<file path="src/plm_pkg.sv">
package plm_pkg;

  localparam int unsigned MAX_QUERY = 65535;
  localparam int unsigned TBL_DEPTH = MAX_QUERY + 1;
  localparam int unsigned ADDR_W    = $clog2(TBL_DEPTH);
  // a base prime never exceeds the table bound
  localparam int unsigned BASE_W    = ADDR_W;
  localparam int unsigned MOD_W     = 32;
  localparam int unsigned STEP_W    = $clog2(BASE_W);

  typedef logic [ADDR_W-1:0] addr_t;
  typedef logic [BASE_W-1:0] base_t;
  typedef logic [MOD_W-1:0]  word_t;

  localparam addr_t MAX_ADDR = addr_t'(MAX_QUERY);

  // write port of the prime power table
  typedef struct packed {
    logic  en;
    addr_t addr;
    base_t data;
  } tbl_wr_t;

  typedef enum logic [2:0] {
    SV_CLEAR,
    SV_CHECK,
    SV_MARK,
    SV_POW,
    SV_DONE
  } sieve_st_t;

  typedef enum logic [2:0] {
    WK_IDLE,
    WK_STEP,
    WK_CHK,
    WK_MUL,
    WK_OUT
  } walk_st_t;

endpackage

</file>
<file path="src/plm_mulmod.sv">
module plm_mulmod (
  input  logic                clk,
  input  logic                rst_n,
  input  logic                start,
  input  plm_pkg::word_t      a,
  input  plm_pkg::base_t      b,
  input  logic [plm_pkg::MOD_W:0] m,
  output logic                done,
  output plm_pkg::word_t      result
);

  localparam int unsigned RW = plm_pkg::MOD_W + 1;
  localparam int unsigned TW = plm_pkg::MOD_W + 2;

  logic                        busy_r, busy_nxt;
  logic [plm_pkg::STEP_W-1:0]  cnt_r, cnt_nxt;
  logic [RW-1:0]               r_r, r_nxt;
  plm_pkg::word_t              a_r;
  plm_pkg::base_t              b_r;
  logic                        done_r, done_nxt;
  logic [TW-1:0]               t, m1, m2;

  // double-and-add, msb of b first; t stays below 3m
  always_comb begin
    m1 = {1'b0, m};
    m2 = {m, 1'b0};
    t  = {r_r, 1'b0} + (b_r[plm_pkg::BASE_W-1] ? {2'b00, a_r} : '0);
    if (t >= m2) begin
      t = t - m2;
    end else if (t >= m1) begin
      t = t - m1;
    end
  end

  always_comb begin
    busy_nxt = busy_r;
    cnt_nxt  = cnt_r;
    r_nxt    = r_r;
    done_nxt = 1'b0;
    if (start) begin
      busy_nxt = 1'b1;
      cnt_nxt  = '0;
      r_nxt    = '0;
    end else if (busy_r) begin
      r_nxt   = t[RW-1:0];
      cnt_nxt = cnt_r + 1'b1;
      if (cnt_r == plm_pkg::STEP_W'(plm_pkg::BASE_W - 1)) begin
        busy_nxt = 1'b0;
        done_nxt = 1'b1;
      end
    end
  end

  always_ff @(posedge clk) begin
    if (!rst_n) begin
      busy_r <= 1'b0;
      done_r <= 1'b0;
    end else begin
      busy_r <= busy_nxt;
      done_r <= done_nxt;
    end
    cnt_r <= cnt_nxt;
    r_r   <= r_nxt;
    if (start) begin
      a_r <= a;
      b_r <= b;
    end else if (busy_r) begin
      b_r <= {b_r[plm_pkg::BASE_W-2:0], 1'b0};
    end
  end

  assign done   = done_r;
  assign result = r_r[plm_pkg::MOD_W-1:0];

endmodule

</file>
<file path="config.mk">
export PLATFORM = sky130hd
export DESIGN_NAME = plm_mulmod
export DESIGN_NICKNAME = d
export VERILOG_FILES = /design/src/plm_pkg.sv /design/src/plm_mulmod.sv
export SDC_FILE = /design/constraint.sdc
export NUM_CORES = 1
export LEC_CHECK = 0
export BUFFER_PORTS_ARGS = -buffer_cell sky130_fd_sc_hd__buf_4
export CORE_MARGIN = 2
export CORE_UTILIZATION = 50
export CTS_BUF_LIST = sky130_fd_sc_hd__clkbuf_16
export CTS_CLUSTER_SIZE = 30
export DETAILED_ROUTE_END_ITERATION = 10
export MAX_ROUTING_LAYER = met4
export PLACE_DENSITY = 0.8
export REMOVE_ABC_BUFFERS = 1
export SYNTH_ARGS = -nofsm -noshare
export SYNTH_HDL_FRONTEND = slang
export SYNTH_SLANG_ARGS = --single-unit
</file>
<file path="constraint.sdc">
create_clock -name clk -period 11.2 [get_ports clk]
set_clock_uncertainty 0.05 [all_clocks]
set_input_delay 1.12 -clock clk [delete_from_list [all_inputs] [get_ports clk]]
set_output_delay 1.12 -clock clk [all_outputs]
set_load 0.1 [all_outputs]
</file>
# ---- Yosys cells after proc, flatten, opt, wreduce, memory -nomap -nowiden
# Index checks and enable logic that the tools add are counted.
dict set report totals {
  regBits 87
  elab_cells 26
  output_inout_bits 33
}
dict set report classes {
  add_sub_neg 4
  order_cmp 2
  eq_ne 1
  bitwise 2
  n_mux 9
  reduce_logical 2
}
# cell count
set op_table {}
lappend op_table {{2-to-1 mux 33 bit} 2}
lappend op_table {{subtractor 33 bit} 2}
lappend op_table {{adder 34 x 32 -> 34 bit} 1}
lappend op_table {{>= comparator 34 x 33 -> 1 bit} 1}
lappend op_table {{>= comparator 34 bit} 1}
lappend op_table {{2-to-1 mux 16 bit} 2}
lappend op_table {{2-to-1 mux 32 bit} 1}
lappend op_table {{adder 4 x 1 -> 4 bit (second input constant)} 1}
lappend op_table {{equality test 4 bit (second input constant)} 1}
lappend op_table {{2-to-1 mux 1 bit} 4}
lappend op_table {{OR reduction 3 bit} 1}
lappend op_table {{inverter 1 bit} 2}
lappend op_table {{nonzero test 2 bit} 1}

# ---- Depth between registers and ports, before layout
dict set report logic_depth {
  ltp_word 5
  mapped_depth 26
  depth_no_buf 22
}

# ---- Worst setup path after synthesis
# OpenSTA, ideal clock, no wires.
dict set report synth_path {
  kind {reg2reg}
  start {reg b_r[15]}
  end {reg r_r[1]}
  slack_ns 5.224
  synth_period_minus_slack_ns 5.976
  setup_ns 0.136
  required_time_ns 11.014
  arrival_time_ns 5.790
  n_path_buf 3
  path_stages_with_launch 26
  cell_sequence {edfxtp_1 -> clkbuf_1 -> and2_1 -> ha_1 -> fa_1 -> a211oi_1 -> o21ai_1 -> o21ai_0 -> a21oi_1 -> a2111o_1 -> a2111oi_0 -> a21oi_1 -> xor2_1 -> ha_1 -> clkbuf_1 -> nand2_1 -> o21ai_0 -> o41a_1 -> o31ai_1 -> nor2_1 -> a31o_2 -> a211oi_2 -> buf_6 -> mux2_2 -> o21ai_0 -> o21ai_0}
}
dict set report synth_between {
  elab_chain_cells 5
}
# item line
set synth_rtl {}
lappend synth_rtl {{start, declared} plm_mulmod.sv:19} ;# plm_pkg::base_t b_r;
lappend synth_rtl {{start signal, assigned} plm_mulmod.sv:68} ;# b_r <= {b_r[plm_pkg::BASE_W-2:0], 1'b0};
lappend synth_rtl {{2-to-1 mux 32 bit (*)} plm_mulmod.sv:27} ;# t = {r_r, 1'b0} + (b_r[plm_pkg::BASE_W-1] ? {2'b00, a_r} : '0);
lappend synth_rtl {{adder 34 x 32 -> 34 bit (*)} plm_mulmod.sv:27}
lappend synth_rtl {{subtractor 33 bit / >= comparator 34 x 33 -> 1 bit (equally long branches)} {plm_mulmod.sv:31, plm_mulmod.sv:30}}
lappend synth_rtl {{2-to-1 mux 33 bit} plm_mulmod.sv:30} ;# end else if (t >= m1) begin
lappend synth_rtl {{2-to-1 mux 33 bit (*)} plm_mulmod.sv:28} ;# if (t >= m2) begin
lappend synth_rtl {{end signal, assigned} plm_mulmod.sv:63} ;# r_r <= r_nxt;
lappend synth_rtl {{end, declared} plm_mulmod.sv:17} ;# logic [RW-1:0] r_r, r_nxt;
# Mark *: on every way between the ends. The rest lies on a longest branch, timed or not.
# A chain may end at the register's enable or synchronous reset.

# ---- Worst setup path in the final report
# Ends and elaborated chain as after synthesis.

==> results by stage <==
STA:
- Headroom to the max-slew limit came out at 0.265.
- Setup repair after global routing left no endpoint under its margin.
- The number of pins with negative max-slew slack in the final report is 0.
- At the pin with the least slew margin, the transition time is between 1000 and 1500 ps.
- Setup violations remaining at the end of the flow were counted as 0.
- The count of endpoints failing hold in the final timing report was 0.
- For this run, the top clock speed supported by timing is roughly 130 MHz.
- The total negative slack is 0 ps.
- The final worst-path cycle share is 0.680.
- Counting I/O delays and the setup requirement, the final critical path takes 7620 ps.

Yosys:
- For this run, the register share of the synthesized area comes to 0.247.
- After synthesis the netlist holds a flip-flop and latch count of 87.
- Ranked by total cell area, the synthesized netlist is headed by edfxtp_1 (16%), ha_1 (14%), dfxtp_1 (8.7%).
- The count of warnings emitted by yosys is 0.
- The distinct cell type count after synthesis is between 60 and 70.
- The post-synthesis cell count is approximately 1100.
- Dividing the synthesized area by the synthesized cell count gives between 8 and 9 um2.
- Among all flip-flop cells after synthesis, the most frequent one is edfxtp_1.
- The top cell type's share of synthesized area is 0.160.
- In this run, synthesis inferred 48 flip-flops with an integrated enable.
- The cell area that synthesis handed to floorplanning was 0.00900 mm2.
- For this run, asynchronously set or reset flops after synthesis account for 0.
- The most area-hungry cell type in the Yosys netlist is edfxtp_1.

Place:
- The total placed instance area is between 0.009 and 0.01 mm2.
- Port buffering added ~120 buffers.
- The routability-driven placement congestion ratio is ~1.1.
- The half-perimeter wire length of the detailed placement result is ~20 mm.

Detailed routing:
- The number of remaining DRC errors is 0.
- The detailed-route wire length per cell is between 15 and 20 um.
- The first detailed-routing pass took 6 iterations.
- The number of DRC violations after detailed-routing iteration 0 is ~950.
- The via density per instance is ~6.
- The remaining number of nets flagged by the antenna check after routing is 0.
- The sum of routed wire length over all layers is 25.1 mm.
- The total vias in the final route is 8392.

GRT:
- The first global-routing pass estimated roughly 40 mm of wire.
- The initial antenna violation count came to 0.
- The leftover overflow at the end of global routing is 0.
- The maximum number of pins on one net before global-route repair is 63.
- In the global route stage, overall resource usage came out at 0.264.
- The number of global-route vias before repair is between 7000 and 8000.

Clock network:
- After clock tree synthesis, the clock-pin slew on the worst setup and hold paths is ~70 ps.
- The count of instances resized after the clock tree is built is 0.
- The cell at the root of the clock tree is clkbuf_16.
- For the worst-skew pair, the clock arrives at the later sink with an insertion delay of between 300 and 400 ps.
- Buffers inserted to repair hold after CTS numbered 0.
- The tree built by TritonCTS fans out to between 80 and 90 sinks.
- In this run the post-CTS setup repair buffer count came out at 0.
- The maximum clock path buffer count is 2.
- The H-tree was split into 3 levels.
- TritonCTS built the clock tree.
- The clock buffer count from CTS is 9.

Power:
- The worst IR drop on VDD is ~0.14 mV.
- The leakage component of the power is approximately 4.7 nW.
- Power spread over the standard cell area amounts to between 200 and 300 mW/mm2.

Final layout:
- The final non-filler cell area is 0.0101 mm2.
- The final-layout fill cell count is approximately 1700.
- From synthesis to final layout, the design area changed by 12.0%.
- The number of nets in the final layout is between 1000 and 1500.
- In the final layout, the share of cells above drive strength 1 is 0.141.
- The number of diodes added for antenna fixing is 0.

Floorplan:
- The count of boundary I/O pins is roughly 120.
- The die height is roughly 140 um.
- The area of the die is roughly 0.019 mm2.
- The floorplan has 49 rows.
- The core region is approximately 0.018 mm2.
- The die span in x is roughly 140 um.
- The initial core utilization is 0.506.

Worst setup path:
- STA classifies the critical path startpoint as a flop.
- The register-to-register setup slack is approximately 3600 ps.
- The critical path is of the flop to flop type.
- For the worst setup path, the data arrival time is between 7000 and 8000 ps.
- In this run the critical register-to-register path is launched from b_r[15]$_DFFE_PP_.
- For the worst setup path, the data required time is 11350 ps.
- The endpoint identified for the worst register-to-register timing path is r_r[1]$_SDFFE_PP0P_.
- Measured in cells, the most critical reg-to-reg path has a length of 23.
- The kind of end point of the critical path is a flop.
- The largest driver fanout on the critical path is approximately 40.

Worst hold path:
- The type of the tightest min-delay check is flop to flop.
- The start point of the worst min-delay path is cnt_r[3]$_SDFFE_PP0P_.
- The terminating pin of the worst hold path is done$_SDFF_PP0_.
- The worst hold path was traced through 2 stages.

Outcome:
- The flow ran to the end, and the final reports show no timing, DRC or antenna violations.

Run:
- The max-capacitance violation count is 0.
[stage by stage]
step	power, mW	std cells	util	hold WS [ps]	setup slack (ps)
finish	2.70	1376	0.567	460	3580
global route	2.88	1376	0.567	490	3120
CTS	2.66	1376	0.567	455	3710
detailed placement	2.34	1360	0.550	437	3730
global placement	2.33	1360	0.550	439	3970
floorplan	1.89	1011	-	412	3640
[how the worst max path moves through the flow]
stage	depth (start not counted)	from	slack [ps]	end
5_1_grt	23	b_r[15]$_DFFE_PP_	3120	r_r[2]$_SDFFE_PP0P_
4_1_cts	23	b_r[15]$_DFFE_PP_	3710	r_r[1]$_SDFFE_PP0P_
3_5_place_dp	23	b_r[15]$_DFFE_PP_	3730	r_r[0]$_SDFFE_PP0P_
2_1_floorplan	21	r_r[0]$_SDFFE_PP0P_	3640	r_r[0]$_SDFFE_PP0P_
6_report	23	b_r[15]$_DFFE_PP_	3580	r_r[1]$_SDFFE_PP0P_
3_3_place_gp	23	b_r[15]$_DFFE_PP_	3970	r_r[1]$_SDFFE_PP0P_
[area by class of cell]
cell class                 count  area, um2  share of cell area
tap                          229        287              0.0284
sequential                    87       2220               0.220
multi-input combinational    866       6160               0.611
clock inverter                 7       70.1             0.00695
timing repair buffer         120        901              0.0894
clock buffer                   9        225              0.0223
inverter                      58        218              0.0216
[per-layer routing]
metal / part of all wire / GRT usage / routed length, um
met1: 0.46 / 0.371 / 11600
met2: 0.44 / 0.398 / 11000
met3: 0.081 / 0.0350 / 2030
met4: 0.021 / 0.0752 / 521
met5: 0 / - / 0
[kinds of logic after synthesis]
family,share of synthesized area
AOI/OAI and AO/OA,0.267
xor gates and xnor gates,0.0818
adders and majority gates,0.143
buffers and inverters,0.0698
DFF,0.247
muxes,0.0392
and+or+nand+nor,0.152
[cell usage in the layout (no fill, tap or decap), drive strengths merged, types with 6 or more instances in the layout]
| master | synthesis | final |
|---|---|---|
| nand2 | 72 | 72 |
| edfxtp | 48 | 48 |
| o21ai | 60 | 60 |
| a21o | 49 | 49 |
| o31ai | 6 | 6 |
| xnor2 | 46 | 46 |
| o211ai | 9 | 9 |
| inv | 58 | 63 |
| ha | 98 | 98 |
| nand4 | 16 | 16 |
| nor2 | 79 | 79 |
| xor2 | 38 | 38 |
| a211oi | 22 | 22 |
| nand2b | 10 | 10 |
| and2 | 39 | 39 |
| dfxtp | 39 | 39 |
| clkbuf | 31 | 9 |
| and3 | 10 | 10 |
| o221ai | 15 | 15 |
| o21a | 12 | 12 |
| a31oi | 13 | 13 |
| nor3 | 19 | 19 |
| or3 | 6 | 6 |
| a21oi | 116 | 116 |
| buf | 40 | 120 |
| mux2 | 18 | 18 |
| nand3 | 19 | 19 |
| mux2i | 15 | 15 |
[cell usage after synthesis (all sizes together), types with 4 or more instances]
cell type,instances
nand2,72
nand3,19
nand4,16
ha,98
nand2b,10
dfxtp,39
o221ai,15
a32o,5
and2,39
inv,58
a31oi,13
xor2,38
mux2i,15
o31ai,6
nor3,19
mux2,18
a21boi,5
a211oi,22
clkbuf,31
o22ai,4
o211ai,9
o21bai,4
or3,6
a21oi,116
and3,10
a21o,49
o21ai,60
xnor2,46
o21a,12
nor2,79
o41ai,5
edfxtp,48
buf,40
o2111ai,4
a41oi,4
or2,5
[flip-flops by register name, summed over array words and instances, names as in the netlist]
signal  count
a_r        32
b_r        16
busy_r      1
cnt_r       4
done        1
r_r        33
[report_power, final]
part	switching, mW	internal [mW]
sequential	0.0550	0.390
combinational	1.26	0.697
clock	0.146	0.158
[critical path: stages, from the launching register on]
cell       delay [ps]
edfxtp_1          720
and2_1            280
ha_1              200
fa_1              430
a211oi_1          230
o21ai_1           150
o21ai_0           380
a21oi_1           250
a2111o_1          470
a2111oi_0         420
a21oi_1           100
xor2_1            340
ha_1              410
nand2_1           120
o21ai_0           140
o41a_1            360
o31ai_1           320
nor2_1            110
a31o_2            290
a211oi_4          510
buf_4             520
mux2_2            380
o21ai_0           130
o21ai_0           100
Note: power is estimated with default switching activity, not from simulation.
